--- config.mk ---
export PLATFORM = sky130hd
export DESIGN_NAME = dem_tile_rle_decoder
export DESIGN_NICKNAME = d
export VERILOG_FILES = /design/src/dtrle_pkg.sv /design/src/dem_tile_rle_decoder.sv /design/src/dtrle_ctrl.sv /design/src/dtrle_dp.sv
export SDC_FILE = /design/constraint.sdc
export NUM_CORES = 1
export LEC_CHECK = 0
export CORE_MARGIN = 2
export CORE_UTILIZATION = 45
export CTS_CLUSTER_DIAMETER = 80
export CTS_CLUSTER_SIZE = 16
export DETAILED_ROUTE_END_ITERATION = 10
export DONT_BUFFER_PORTS = 1
export GPL_TIMING_DRIVEN = 1
export SYNTH_ARGS = -nofsm -noshare
export SYNTH_HDL_FRONTEND = slang
export SYNTH_SLANG_ARGS = --single-unit
--- constraint.sdc ---
create_clock -name aclk -period 12.2 [get_ports aclk]
set_clock_uncertainty 0.05 [all_clocks]
set_input_delay 0.61 -clock aclk [delete_from_list [all_inputs] [get_ports aclk]]
set_output_delay 0.61 -clock aclk [all_outputs]
set_load 0.005 [all_outputs]
--- src/dtrle_pkg.sv ---
// ----------------------------------------------------------------------------
// dtrle_pkg
// Shared types and constants for the elevation tile run-length decoder.
// ----------------------------------------------------------------------------
package dtrle_pkg;

    localparam int WORD_W = 16;
    localparam int RAW_W  = 15;
    localparam int COLS_W = 7;
    localparam int ROWS_W = 13;
    localparam int COL_W  = 6;
    localparam int ROW_W  = 12;
    localparam int CFG_IDX_W  = 2;
    localparam int CFG_DATA_W = 16;

    localparam logic [CFG_IDX_W-1:0] CFG_TILE_COLS = 2'd0;
    localparam logic [CFG_IDX_W-1:0] CFG_TILE_ROWS = 2'd1;

    localparam logic [COLS_W-1:0] TILE_COLS_RST = 7'd64;
    localparam logic [ROWS_W-1:0] TILE_ROWS_RST = 13'd64;

    localparam logic [WORD_W-1:0] TILE_VERSION = 16'd2;
    localparam logic [RAW_W-1:0]  WATER_MARK   = 15'd10000;
    localparam logic [WORD_W-1:0] ELEV_OFFSET  = 16'd1000;

    typedef struct packed {
        logic signed [WORD_W-1:0] word;
        logic                     tile_start;
    } in_word_t;

    typedef struct packed {
        logic signed [WORD_W-1:0] elevation;
        logic                     is_water;
        logic [COL_W-1:0]         column;
        logic [ROW_W-1:0]         row;
        logic                     last;
        logic                     header_bad;
    } out_word_t;

    typedef struct packed {
        logic clear_pos;
        logic emit_lit;
        logic load_run;
        logic emit_run;
        logic emit_bad;
    } dp_cmd_t;

    typedef struct packed {
        logic start;
        logic ver_ok;
        logic cols_ok;
        logic rows_ok;
        logic neg;
        logic run_empty;
        logic run_last;
        logic adv_done;
        logic out_free;
    } dp_status_t;

endpackage

--- src/dem_tile_rle_decoder.sv ---
// ----------------------------------------------------------------------------
// dem_tile_rle_decoder
// Run-length decoder for one elevation tile per start-marked header.
//
// Input channel s_*: one 16-bit signed stream word per transfer, tile_start
// marking the version word. Output channel m_*: one decoded sample word
// (elevation, water flag, column, row, last) or one header mismatch word.
// Configuration channel cfg_*: index 0 sets tile_cols, index 1 tile_rows;
// always ready; the user must write it while no word is in flight, as the block does not enforce this.
// A literal or header mismatch word is registered onto m_* as its input
// word is accepted. Words are accepted while the output register is free;
// a repeat word of n samples is taken, then they follow with s_ready low.
// The single output register and the run counter set this.
// Reset: phase idle, sizes 64 x 64, output register empty.
// When the receiver stalls, the output word holds and s_ready drops until
// the output register can take the next word.
// ----------------------------------------------------------------------------
module dem_tile_rle_decoder #(
    parameter int MAX_COLS = 64,
    parameter int MAX_ROWS = 4096
) (
    input  logic                             aclk,
    input  logic                             aresetn,
    input  logic                             cfg_valid,
    output logic                             cfg_ready,
    input  logic [dtrle_pkg::CFG_IDX_W-1:0]  cfg_index,
    input  logic [dtrle_pkg::CFG_DATA_W-1:0] cfg_data,
    input  logic                             s_valid,
    output logic                             s_ready,
    input  dtrle_pkg::in_word_t              s_data,
    output logic                             m_valid,
    input  logic                             m_ready,
    output dtrle_pkg::out_word_t             m_data
);
    import dtrle_pkg::*;

    dp_cmd_t    cmd;
    dp_status_t st;

    dtrle_ctrl u_ctrl (
        .aclk    (aclk),
        .aresetn (aresetn),
        .s_valid (s_valid),
        .s_ready (s_ready),
        .st      (st),
        .cmd     (cmd)
    );

    dtrle_dp #(
        .MAX_COLS (MAX_COLS),
        .MAX_ROWS (MAX_ROWS)
    ) u_dp (
        .aclk      (aclk),
        .aresetn   (aresetn),
        .cfg_valid (cfg_valid),
        .cfg_ready (cfg_ready),
        .cfg_index (cfg_index),
        .cfg_data  (cfg_data),
        .s_data    (s_data),
        .cmd       (cmd),
        .st        (st),
        .m_valid   (m_valid),
        .m_ready   (m_ready),
        .m_data    (m_data)
    );

endmodule

--- src/dtrle_ctrl.sv ---
// ----------------------------------------------------------------------------
// dtrle_ctrl
// Tile phase sequencer: header checks, body decode and run emission control.
// ----------------------------------------------------------------------------
module dtrle_ctrl (
    input  logic                  aclk,
    input  logic                  aresetn,
    input  logic                  s_valid,
    output logic                  s_ready,
    input  dtrle_pkg::dp_status_t st,
    output dtrle_pkg::dp_cmd_t    cmd
);
    import dtrle_pkg::*;

    typedef enum logic [6:0] {
        ST_IDLE  = 7'b0000001,
        ST_HCOLS = 7'b0000010,
        ST_HROWS = 7'b0000100,
        ST_BODY  = 7'b0001000,
        ST_RUN   = 7'b0010000,
        ST_DONE  = 7'b0100000,
        ST_DROP  = 7'b1000000
    } state_t;

    state_t state_reg, state_next;
    logic   done_pend_reg, done_pend_next;
    logic   accept;

    assign s_ready = st.out_free && (state_reg != ST_RUN);
    assign accept  = s_valid && s_ready;

    always_comb begin
        state_next     = state_reg;
        done_pend_next = done_pend_reg;
        cmd            = '0;
        if (accept && st.start) begin
            cmd.clear_pos = 1'b1;
            if (st.ver_ok) begin
                state_next = ST_HCOLS;
            end else begin
                cmd.emit_bad = 1'b1;
                state_next   = ST_DROP;
            end
        end else begin
            case (state_reg)
                ST_HCOLS: begin
                    if (accept) begin
                        if (st.cols_ok) begin
                            state_next = ST_HROWS;
                        end else begin
                            cmd.emit_bad = 1'b1;
                            state_next   = ST_DROP;
                        end
                    end
                end
                ST_HROWS: begin
                    if (accept) begin
                        if (st.rows_ok) begin
                            state_next = ST_BODY;
                        end else begin
                            cmd.emit_bad = 1'b1;
                            state_next   = ST_DROP;
                        end
                    end
                end
                ST_BODY: begin
                    if (accept) begin
                        if (!st.neg) begin
                            cmd.emit_lit = 1'b1;
                            if (st.adv_done) begin
                                state_next = ST_DONE;
                            end
                        end else if (!st.run_empty) begin
                            cmd.load_run   = 1'b1;
                            done_pend_next = 1'b0;
                            state_next     = ST_RUN;
                        end
                    end
                end
                ST_RUN: begin
                    if (st.out_free) begin
                        cmd.emit_run   = 1'b1;
                        done_pend_next = done_pend_reg || st.adv_done;
                        if (st.run_last) begin
                            state_next = (done_pend_reg || st.adv_done) ? ST_DONE : ST_BODY;
                        end
                    end
                end
                ST_IDLE, ST_DONE, ST_DROP: begin
                    state_next = state_reg;
                end
                default: begin
                    state_next = ST_IDLE;
                end
            endcase
        end
    end

    always_ff @(posedge aclk) begin
        if (!aresetn) begin
            state_reg     <= ST_IDLE;
            done_pend_reg <= 1'b0;
        end else begin
            state_reg     <= state_next;
            done_pend_reg <= done_pend_next;
        end
    end

    a_run_ends: assert property (@(posedge aclk) disable iff (!aresetn)
        (state_reg == ST_RUN) && st.out_free && st.run_last |=> state_reg != ST_RUN)
        else $error("run did not end on its last sample");

    a_one_cmd: assert property (@(posedge aclk) disable iff (!aresetn)
        $onehot0({cmd.emit_lit, cmd.load_run, cmd.emit_run, cmd.emit_bad}))
        else $error("conflicting datapath commands");

    a_bad_drops: assert property (@(posedge aclk) disable iff (!aresetn)
        cmd.emit_bad |=> state_reg == ST_DROP)
        else $error("header mismatch did not enter drop");

endmodule

--- src/dtrle_dp.sv ---
// ----------------------------------------------------------------------------
// dtrle_dp
// Decoder datapath: size registers, position counters, run counter, sample
// conversion and output register.
// ----------------------------------------------------------------------------
module dtrle_dp #(
    parameter int MAX_COLS = 64,
    parameter int MAX_ROWS = 4096
) (
    input  logic                                aclk,
    input  logic                                aresetn,
    input  logic                                cfg_valid,
    output logic                                cfg_ready,
    input  logic [dtrle_pkg::CFG_IDX_W-1:0]     cfg_index,
    input  logic [dtrle_pkg::CFG_DATA_W-1:0]    cfg_data,
    input  dtrle_pkg::in_word_t                 s_data,
    input  dtrle_pkg::dp_cmd_t                  cmd,
    output dtrle_pkg::dp_status_t               st,
    output logic                                m_valid,
    input  logic                                m_ready,
    output dtrle_pkg::out_word_t                m_data
);
    import dtrle_pkg::*;

    logic [COLS_W-1:0] tile_cols_reg;
    logic [ROWS_W-1:0] tile_rows_reg;
    logic [RAW_W-1:0]  last_raw_reg, last_raw_next;
    logic [COLS_W-1:0] col_pos_reg, col_pos_next;
    logic [ROWS_W-1:0] row_pos_reg, row_pos_next;
    logic [WORD_W-1:0] run_rem_reg, run_rem_next;
    logic              m_valid_reg, m_valid_next;
    out_word_t         m_data_reg, m_data_next;

    logic [WORD_W-1:0] w;
    logic [WORD_W-1:0] run_count;
    logic [COLS_W-1:0] room;
    logic [WORD_W-1:0] run_clip;
    logic [COLS_W:0]   col_inc;
    logic [ROWS_W:0]   row_inc;
    logic              row_wrap;
    logic [RAW_W-1:0]  raw_sel;
    logic              water;
    logic [RAW_W-1:0]  raw_adj;
    logic              emit;

    assign cfg_ready = 1'b1;
    assign w         = s_data.word;

    // run length is the magnitude of the negative word, clipped to the room left in the row
    assign run_count = 16'(17'h10000 - {1'b0, w});
    assign room      = tile_cols_reg - col_pos_reg;
    always_comb begin
        if (col_pos_reg > tile_cols_reg) begin
            run_clip = run_count;
        end else if (run_count > {9'd0, room}) begin
            run_clip = {9'd0, room};
        end else begin
            run_clip = run_count;
        end
    end

    assign col_inc  = {1'b0, col_pos_reg} + 8'd1;
    assign row_inc  = {1'b0, row_pos_reg} + 14'd1;
    assign row_wrap = col_inc >= {1'b0, tile_cols_reg};

    assign st.start     = s_data.tile_start;
    assign st.ver_ok    = w == TILE_VERSION;
    assign st.cols_ok   = (tile_cols_reg != '0) && (32'(tile_cols_reg) <= MAX_COLS)
                          && (w == {9'd0, tile_cols_reg});
    assign st.rows_ok   = (tile_rows_reg != '0) && (32'(tile_rows_reg) <= MAX_ROWS)
                          && (w == {3'd0, tile_rows_reg});
    assign st.neg       = w[WORD_W-1];
    assign st.run_empty = run_clip == '0;
    assign st.run_last  = run_rem_reg == 16'd1;
    assign st.adv_done  = row_wrap && (row_inc >= {1'b0, tile_rows_reg});
    assign st.out_free  = !m_valid_reg || m_ready;

    assign raw_sel = cmd.emit_lit ? w[RAW_W-1:0] : last_raw_reg;
    assign water   = raw_sel >= WATER_MARK;
    assign raw_adj = water ? raw_sel - WATER_MARK : raw_sel;
    assign emit    = cmd.emit_lit || cmd.emit_run;

    always_comb begin
        last_raw_next = last_raw_reg;
        col_pos_next  = col_pos_reg;
        row_pos_next  = row_pos_reg;
        run_rem_next  = run_rem_reg;
        m_valid_next  = m_valid_reg && !m_ready;
        m_data_next   = m_data_reg;
        if (cmd.clear_pos) begin
            last_raw_next = '0;
            col_pos_next  = '0;
            row_pos_next  = '0;
        end
        if (cmd.load_run) begin
            run_rem_next = run_clip;
        end
        if (emit) begin
            m_valid_next          = 1'b1;
            m_data_next.elevation = {1'b0, raw_adj} - ELEV_OFFSET;
            m_data_next.is_water  = water;
            m_data_next.column    = col_pos_reg[COL_W-1:0];
            m_data_next.row       = row_pos_reg[ROW_W-1:0];
            m_data_next.last      = cmd.emit_lit || st.run_last;
            m_data_next.header_bad = 1'b0;
            if (cmd.emit_lit) begin
                last_raw_next = w[RAW_W-1:0];
            end
            if (cmd.emit_run) begin
                run_rem_next = run_rem_reg - 16'd1;
            end
            if (row_wrap) begin
                col_pos_next  = '0;
                last_raw_next = '0;
                row_pos_next  = row_inc[ROWS_W-1:0];
            end else begin
                col_pos_next = col_inc[COLS_W-1:0];
            end
        end
        if (cmd.emit_bad) begin
            m_valid_next           = 1'b1;
            m_data_next            = '0;
            m_data_next.last       = 1'b1;
            m_data_next.header_bad = 1'b1;
        end
    end

    always_ff @(posedge aclk) begin
        if (!aresetn) begin
            tile_cols_reg <= TILE_COLS_RST;
            tile_rows_reg <= TILE_ROWS_RST;
            last_raw_reg  <= '0;
            col_pos_reg   <= '0;
            row_pos_reg   <= '0;
            run_rem_reg   <= '0;
            m_valid_reg   <= 1'b0;
        end else begin
            if (cfg_valid && cfg_ready) begin
                if (cfg_index == CFG_TILE_COLS) begin
                    tile_cols_reg <= cfg_data[COLS_W-1:0];
                end else if (cfg_index == CFG_TILE_ROWS) begin
                    tile_rows_reg <= cfg_data[ROWS_W-1:0];
                end
            end
            last_raw_reg <= last_raw_next;
            col_pos_reg  <= col_pos_next;
            row_pos_reg  <= row_pos_next;
            run_rem_reg  <= run_rem_next;
            m_valid_reg  <= m_valid_next;
        end
    end

    always_ff @(posedge aclk) begin
        m_data_reg <= m_data_next;
    end

    assign m_valid = m_valid_reg;
    assign m_data  = m_data_reg;

    a_bad_word: assert property (@(posedge aclk) disable iff (!aresetn)
        cmd.emit_bad |=> m_valid_reg && m_data_reg.header_bad && m_data_reg.last)
        else $error("header mismatch word not presented");

    a_run_nonzero: assert property (@(posedge aclk) disable iff (!aresetn)
        cmd.load_run |=> run_rem_reg != '0)
        else $error("empty run loaded");

    a_lit_last: assert property (@(posedge aclk) disable iff (!aresetn)
        cmd.emit_lit |=> m_valid_reg && m_data_reg.last && !m_data_reg.header_bad)
        else $error("literal word not marked last");

endmodule
# == After elaboration in Yosys (flattened, before gate mapping) ==
# Index checks and enable logic that the tools add are counted.
# totals
reg_bits,117
latch_bits,0
ram_bits,0
romBits,0
in_bits,40
output_inout_bits,40
elab_cells,136
memories,0
# classes
n_addsub,7
multipliers,0
div,0
magnitude_cmp,7
eq_ne,25
n_shift,0
mux,54
n_bitwise,2
n_reduce_logical,26
# op_table
op,n
$mux 7,15
$mux 15,6
$mux 16,5
$mux 13,3
$pmux 7 s5,1
$mux 1,18
$eq 16x1->1 const B,1
$eq 16x13->1,1
$eq 16x2->1 const B,1
$eq 16x7->1,1
$gt 16x7->1,1
$logic_not 16->1,1
$sub 1x16->16 const A,1
$sub 15x10->16 const B,1
$sub 16x1->16 const B,1
$ge 15x14->1 const B,1
$ne 3x1->1 const B,5
$sub 15x14->15 const B,1
$add 13x1->14 const B,1
$ge 14x13->1,1
$le 13x13->1 const B,1
$reduce_bool 13->1,1
$logic_and 1x1->1,9
$add 7x1->8 const B,1
32 further kinds,43

# == Logic depth before layout (Yosys ltp) ==
# logic_depth
word_depth,14
mapped_depth,19
mapped_depth_nobuf,18

# == Modules after synthesis ==
# Synthesis repeated with hierarchy kept, for this count alone.
# hier_totals
hier_cells,997
hier_area_um2,8061.5
# modules_own_cells
module,n_inst,cells_per_inst,area_per_inst_um2,seq_area_each_um2
dtrle_dp,1,911,7374.6,2182.1
dtrle_ctrl,1,86,686.9,160.2

# == Least setup slack after synthesis ==
# No wires, ideal clock.
# synth_timing
path_kind,input-to-reg
startpoint,input s_data[2] in the netlist's numbering
endpoint,register u_ctrl.state_reg[3]
setup_time_ps,122
arrival_time_ps,4173
required_ps,12028
setup_slack_ps,7855
cell_stages,14
path_buffers,1
cell_sequence,buf_2 -> or4_4 -> or3_1 -> and2_1 -> ha_1 -> a21o_1 -> a21oi_1 -> a21oi_1 -> a2111oi_4 -> a22oi_4 -> and2_1 -> o221a_2 -> a31o_2 -> o311a_1
# synth_between
elab_chain_len,7
word_cells_on_any_way,13
cone_classes,add/sub: 1; order compare: 1; eq/ne: 2; mux: 6; reduce/logical: 3
# synth_rtl
item,line_no,rtl
from (decl),dem_tile_rle_decoder.sv:30,"input dtrle_pkg::in_word_t s_data,"
$sub 1x16->16,dtrle_dp.sv:50,"assign run_count = 16'(17'h10000 - {1'b0, w});"
$gt 16x7->1,dtrle_dp.sv:55,"end else if (run_count > {9'd0, room}) begin"
$mux 16,dtrle_dp.sv:55,
$mux 16,dtrle_dp.sv:53,if (col_pos_reg > tile_cols_reg) begin
$logic_not 16->1,dtrle_dp.sv:73,assign st.run_empty = run_clip == '0;
$ne 4x4->1 (no line),n/a,
$reduce_and 8->1 (no line),n/a,
to (signal assigned),dtrle_ctrl.sv:104,state_reg <= state_next;
to (decl),dtrle_ctrl.sv:25,"state_t state_reg, state_next;"
# Several ways; a longest one is shown, not always the timed one. The select of a mux whose other input is x is not followed.
# A chain may end at the register's enable or synchronous reset.

# == Final worst setup path ==
# layout_timing
startpoint,register u_dp.col_pos_reg[0]
endpoint,register u_dp.run_rem_reg[8]
# layout_between
elab_chain_len,13
word_cells_on_any_way,14
cone_classes,add/sub: 1; order compare: 2; mux: 10; reduce/logical: 1
# layout_rtl
item,line_no,rtl
from (decl),dtrle_dp.sv:28,"logic [COLS_W-1:0] col_pos_reg, col_pos_next;"
from (signal assigned),dtrle_dp.sv:146,col_pos_reg <= col_pos_next;
$sub 7x7->7,dtrle_dp.sv:51,assign room = tile_cols_reg - col_pos_reg;
$gt 16x7->1,dtrle_dp.sv:55,
$mux 16,dtrle_dp.sv:55,
$mux 16 *,dtrle_dp.sv:53,
$logic_not 16->1,dtrle_dp.sv:73,
$mux 1,dtrle_ctrl.sv:73,end else if (!st.run_empty) begin
$mux 1,dtrle_ctrl.sv:68,if (!st.neg) begin
$mux 2,dtrle_ctrl.sv:67,if (accept) begin
$mux 2,dtrle_ctrl.sv:45,case (state_reg)
$mux 3,dtrle_ctrl.sv:36,if (accept && st.start) begin
$mux 16 *,dtrle_dp.sv:95,if (cmd.load_run) begin
$mux 16,dtrle_dp.sv:109,if (cmd.emit_run) begin
$mux 16 *,dtrle_dp.sv:98,if (emit) begin
to (signal assigned),dtrle_dp.sv:148,run_rem_reg <= run_rem_next;
to (decl),dtrle_dp.sv:30,"logic [WORD_W-1:0] run_rem_reg, run_rem_next;"
# Every way passes the cells marked *; elsewhere a longest branch is shown, timed or not.

==> results.md <==
Yosys:
- When the netlist entered floorplanning its net count stood at between 1000 and 1500.
- The share of the yosys chip area belonging to registers is approximately 29%.
- Synthesis inferred about 120 register bits.
- The cell count after synthesis came out at 1068.
- In this run, synthesis inferred 0 flip-flops with an integrated enable.
- The share of synthesized flip-flops with an asynchronous set or reset is 0%.
- The number of different library cells used by synthesis comes to 79.
- The Yosys step of the flow raised 0 warnings.
- The cell area after synthesis is about 8100 µm².
- The average instance in the mapped netlist occupies approximately 7.6 µm².
- The primary flip-flop cell chosen by synthesis mapping is sky130_fd_sc_hd__dfxtp_1.

Worst setup path:
- The number of buffers and inverters on the critical path is 0.
- The kind of critical path is reg2reg.
- The launching element of the worst setup path is u_dp.col_pos_reg[0].
- The worst setup path is launched from a flop.
- The kind of end point of the critical path is a flop.
- The delay of the slowest critical-path stage is around 0.6 ns.
- The largest individual stage delay along the critical path comes from the cell sky130_fd_sc_hd__a22o_1.
- The startpoint of the most critical register-to-register path is u_dp.col_pos_reg[0].
- At the worst endpoint, the required time is approximately 12 ns.
- Grouping stages by cell kind, the critical path spends the most delay in compound AO/OA/AOI/OAI gates.
- STA puts the critical path data arrival time at 5.44 ns.
- Walking the worst path, the cells encountered are ha_1 -> fa_1 -> nor2b_1 -> o31a_1 -> nor4_1 -> a311oi_1 -> ha_1 -> a21oi_1 -> a21oi_1 -> a2111oi_4 -> a22o_1 -> a2bb2o_2 -> a21oi_2 -> nand3_1 -> a31oi_1.
- In this run the worst path has a maximum fanout of 20.

Layout:
- The post-route non-filler standard cell count is ~1300.
- The number of flip-flops in the largest register is 37.
- The layout cell share with drive strength beyond 1 is approximately 6.7%.
- The layout-stage area growth over the synthesis result is 8.43%.
- The fill cell instance count of the final layout is 1774.
- The antenna cell count is 0.
- After routing the design area is a little under 9000 µm².
- At the end of the flow, the number of nets in the layout was 1118.

GRT:
- The first global-routing pass estimated 38.2 mm of wire.
- The largest net degree at the start of global routing is 56.
- For this run, the total global-route usage over all layers was measured as approximately 24%.
- The initial antenna violation count is 0.
- After global routing the overflow that remains totals 0.
- The number of global-route vias before repair came to about 7200.

Power:
- In this run the static leakage power is about 0.0033 µW.
- Power spread over the standard cell area amounts to approximately 120 nW/µm².
- IR analysis of the VDD net gives a maximum drop of around 0.11 mV.
- The final total power is 1020 µW.

Timing:
- After layout, the minimum clock period comes to 5.15 ns.
- The post-route setup TNS is 0 ns.
- Across all hold checks on the routed design, the worst slack comes to approximately 0.23 ns.
- Setup repair after global routing left no endpoint under its margin.
- The normalized max-slew margin is around 27%.
- At the pin with the least slew margin, the transition time is 1.09 ns.
- Based on the critical path, the design can be clocked at up to approximately 200 MHz.
- The number of max-slew violations in the final report is 0.
- Setup violations remaining at the end of the flow were counted as 0.
- The final-report hold violation count is 0.
- The share of the clock period used by the worst path after layout is roughly 42%.

Floorplan:
- The region available for standard cell placement spans 17800 µm².
- Row generation in the floorplan step produced 49 rows.
- Measured along the x axis, the die boundary spans 139 µm.
- The initial standard-cell utilization of the core is between 40 and 50%.
- The floorplan step defined a die boundary enclosing 19200 µm².
- 80 I/O pins were placed.
- The die is 139 µm tall.

Detailed routing:
- Using the TritonRoute via totals, the vias-per-cell ratio works out to roughly 6.
- The routed layout has roughly 7600 vias.
- The first routing iteration left 505 violations.
- In the final routed layout, each cell accounts on average for approximately 18 µm.
- The first-pass iteration count of the detailed router is 5.
- For this block, the routed nets add up to 23.4 mm of wire.
- The detail route stage leaves a number of antenna-violating nets equal to 0.
- After detailed routing, the number of remaining DRC violations is 0.

Placed design:
- In this run the cell area measured after placement is 8250 µm².
- Input and output buffers added on the ports amount to 0.
- Counting tap cells, the placed design contains a total of approximately 1200 instances.
- Once detailed placement completed, the half-perimeter wirelength came to 17.1 mm.
- At the end of routability-driven placement, the weighted congestion stood at 0.937.

Clocking:
- The clock drives around 120 sinks.
- The clock passes through at most 2 buffers.
- At the later pin of the worst-skew pair, clock insertion delay measures between 0.4 and 0.5 ns.
- For this design, the CTS-stage hold fixing added 0 buffers.
- The number of instances resized during post-cts repair is 0.
- The number of levels in the clock H-tree is 4.
- The number of clock buffers added by TritonCTS is 17.
- The CTS tree is done.
- The clock root buffer master is sky130_fd_sc_hd__clkbuf_16.
- The post-CTS clock slew at the launch and capture registers of the worst setup and hold paths is 0.06 ns.
- Post-CTS timing repair inserted 0 buffers for setup.

Job:
- The number of maximum-capacitance violations is 0.

Min path:
- The startpoint identified for the worst hold timing path is aresetn.
- The worst hold path belongs to the class in2reg.

Run status:
- The run finished with clean final reports.
[through the flow]
stage / worst slack [ns] / utilization, %
CTS: 7.05 / 49.5
floorplan: 7.86 / -
global route: 6.64 / 49.5
detailed placement: 7.06 / 46.2
global placement: 7.11 / 46.2
finish: 7.05 / 49.5
[cells by family (layout without fill, tap and decap cells)]
kind of cell | Yosys count | in the layout | share of synthesized area (%)
and+or+nand+nor | 441 | 441 | 26.8
AOI/OAI and AO/OA | 265 | 265 | 21.2
DFF | 117 | 117 | 28.7
buffers and inverters | 99 | 77 | 4.87
xor gates and xnor gates | 76 | 76 | 8.17
adders and majority gates | 44 | 44 | 6.85
muxes | 25 | 25 | 3.32
other | 1 | 1 | 0.0460
[placed cells by master, fill, tap and decap left out, types with 10 or more instances in the layout]
master,instances
sky130_fd_sc_hd__mux2i_1,18
sky130_fd_sc_hd__and2_1,14
sky130_fd_sc_hd__a22oi_1,12
sky130_fd_sc_hd__o21ai_0,49
sky130_fd_sc_hd__ha_1,43
sky130_fd_sc_hd__nand4_1,14
sky130_fd_sc_hd__and3_1,14
sky130_fd_sc_hd__nor2b_1,26
sky130_fd_sc_hd__dfxtp_1,117
sky130_fd_sc_hd__a21oi_1,84
sky130_fd_sc_hd__inv_1,39
sky130_fd_sc_hd__clkbuf_16,17
sky130_fd_sc_hd__a31oi_1,13
sky130_fd_sc_hd__nand2_1,146
sky130_fd_sc_hd__nor4_1,19
sky130_fd_sc_hd__a211oi_1,14
sky130_fd_sc_hd__nor2_1,82
sky130_fd_sc_hd__nor3_1,27
sky130_fd_sc_hd__o211ai_1,10
sky130_fd_sc_hd__nand3_1,46
sky130_fd_sc_hd__a21boi_0,18
sky130_fd_sc_hd__xnor2_1,39
sky130_fd_sc_hd__xor2_1,37
sky130_fd_sc_hd__a21o_1,10
[final timing paths]
kind	to	slack, ns	cells past startpoint
worst max-delay path	u_dp.run_rem_reg[8]	7.05	15
worst min-delay path	u_dp.tile_cols_reg[6]	0.23	1
worst max register to register	u_dp.run_rem_reg[8]	7.05	15
worst min register to register	u_dp.m_data[10]	0.42	2
[routing by layer]
layer  global-route usage, %  share of wire (%)
met4                    8.38                2.5
met2                    39.6                 46
met1                    31.9                 44
met5                       0                  0
met3                    6.08                7.1
[area by class of cell]
type / instances / area (µm²) / area share [%]
clock buffers: 18 / 439 / 4.97
clock inverters: 13 / 149 / 1.69
inverters: 40 / 150 / 1.70
multi-input cells: 852 / 5420 / 61.4
flip-flops and latches: 117 / 2340 / 26.5
well taps: 229 / 287 / 3.24
repair buffers: 6 / 45.0 / 0.510
[synth_stat cells (all sizes together), types with 28 or more instances]
cell	n	area [µm²]
nor2	83	312
a21oi	86	434
o21ai	49	245
clkbuf	46	173
dfxtp	117	2340
nor3	28	145
nand3	46	230
xnor2	39	342
xor2	37	324
nand2	146	548
inv	40	150
ha	43	538
[power breakdown]
part           switching (µW)  total, µW  leakage, µW  internal, µW
logic                    66.6        111      0.00208          44.6
registers                11.1        402     0.000945           391
clock network             199        508     0.000285           308
[worst reg2reg max path: cells and delay by family (launching register included)]
family | cells | cell delay, ns
adders and majority gates | 3 | 1.05
and+or+nand+nor | 3 | 0.42
AOI/OAI and AO/OA | 9 | 3.16
DFF | 1 | 0.41
(Power assumes the default switching activity.)
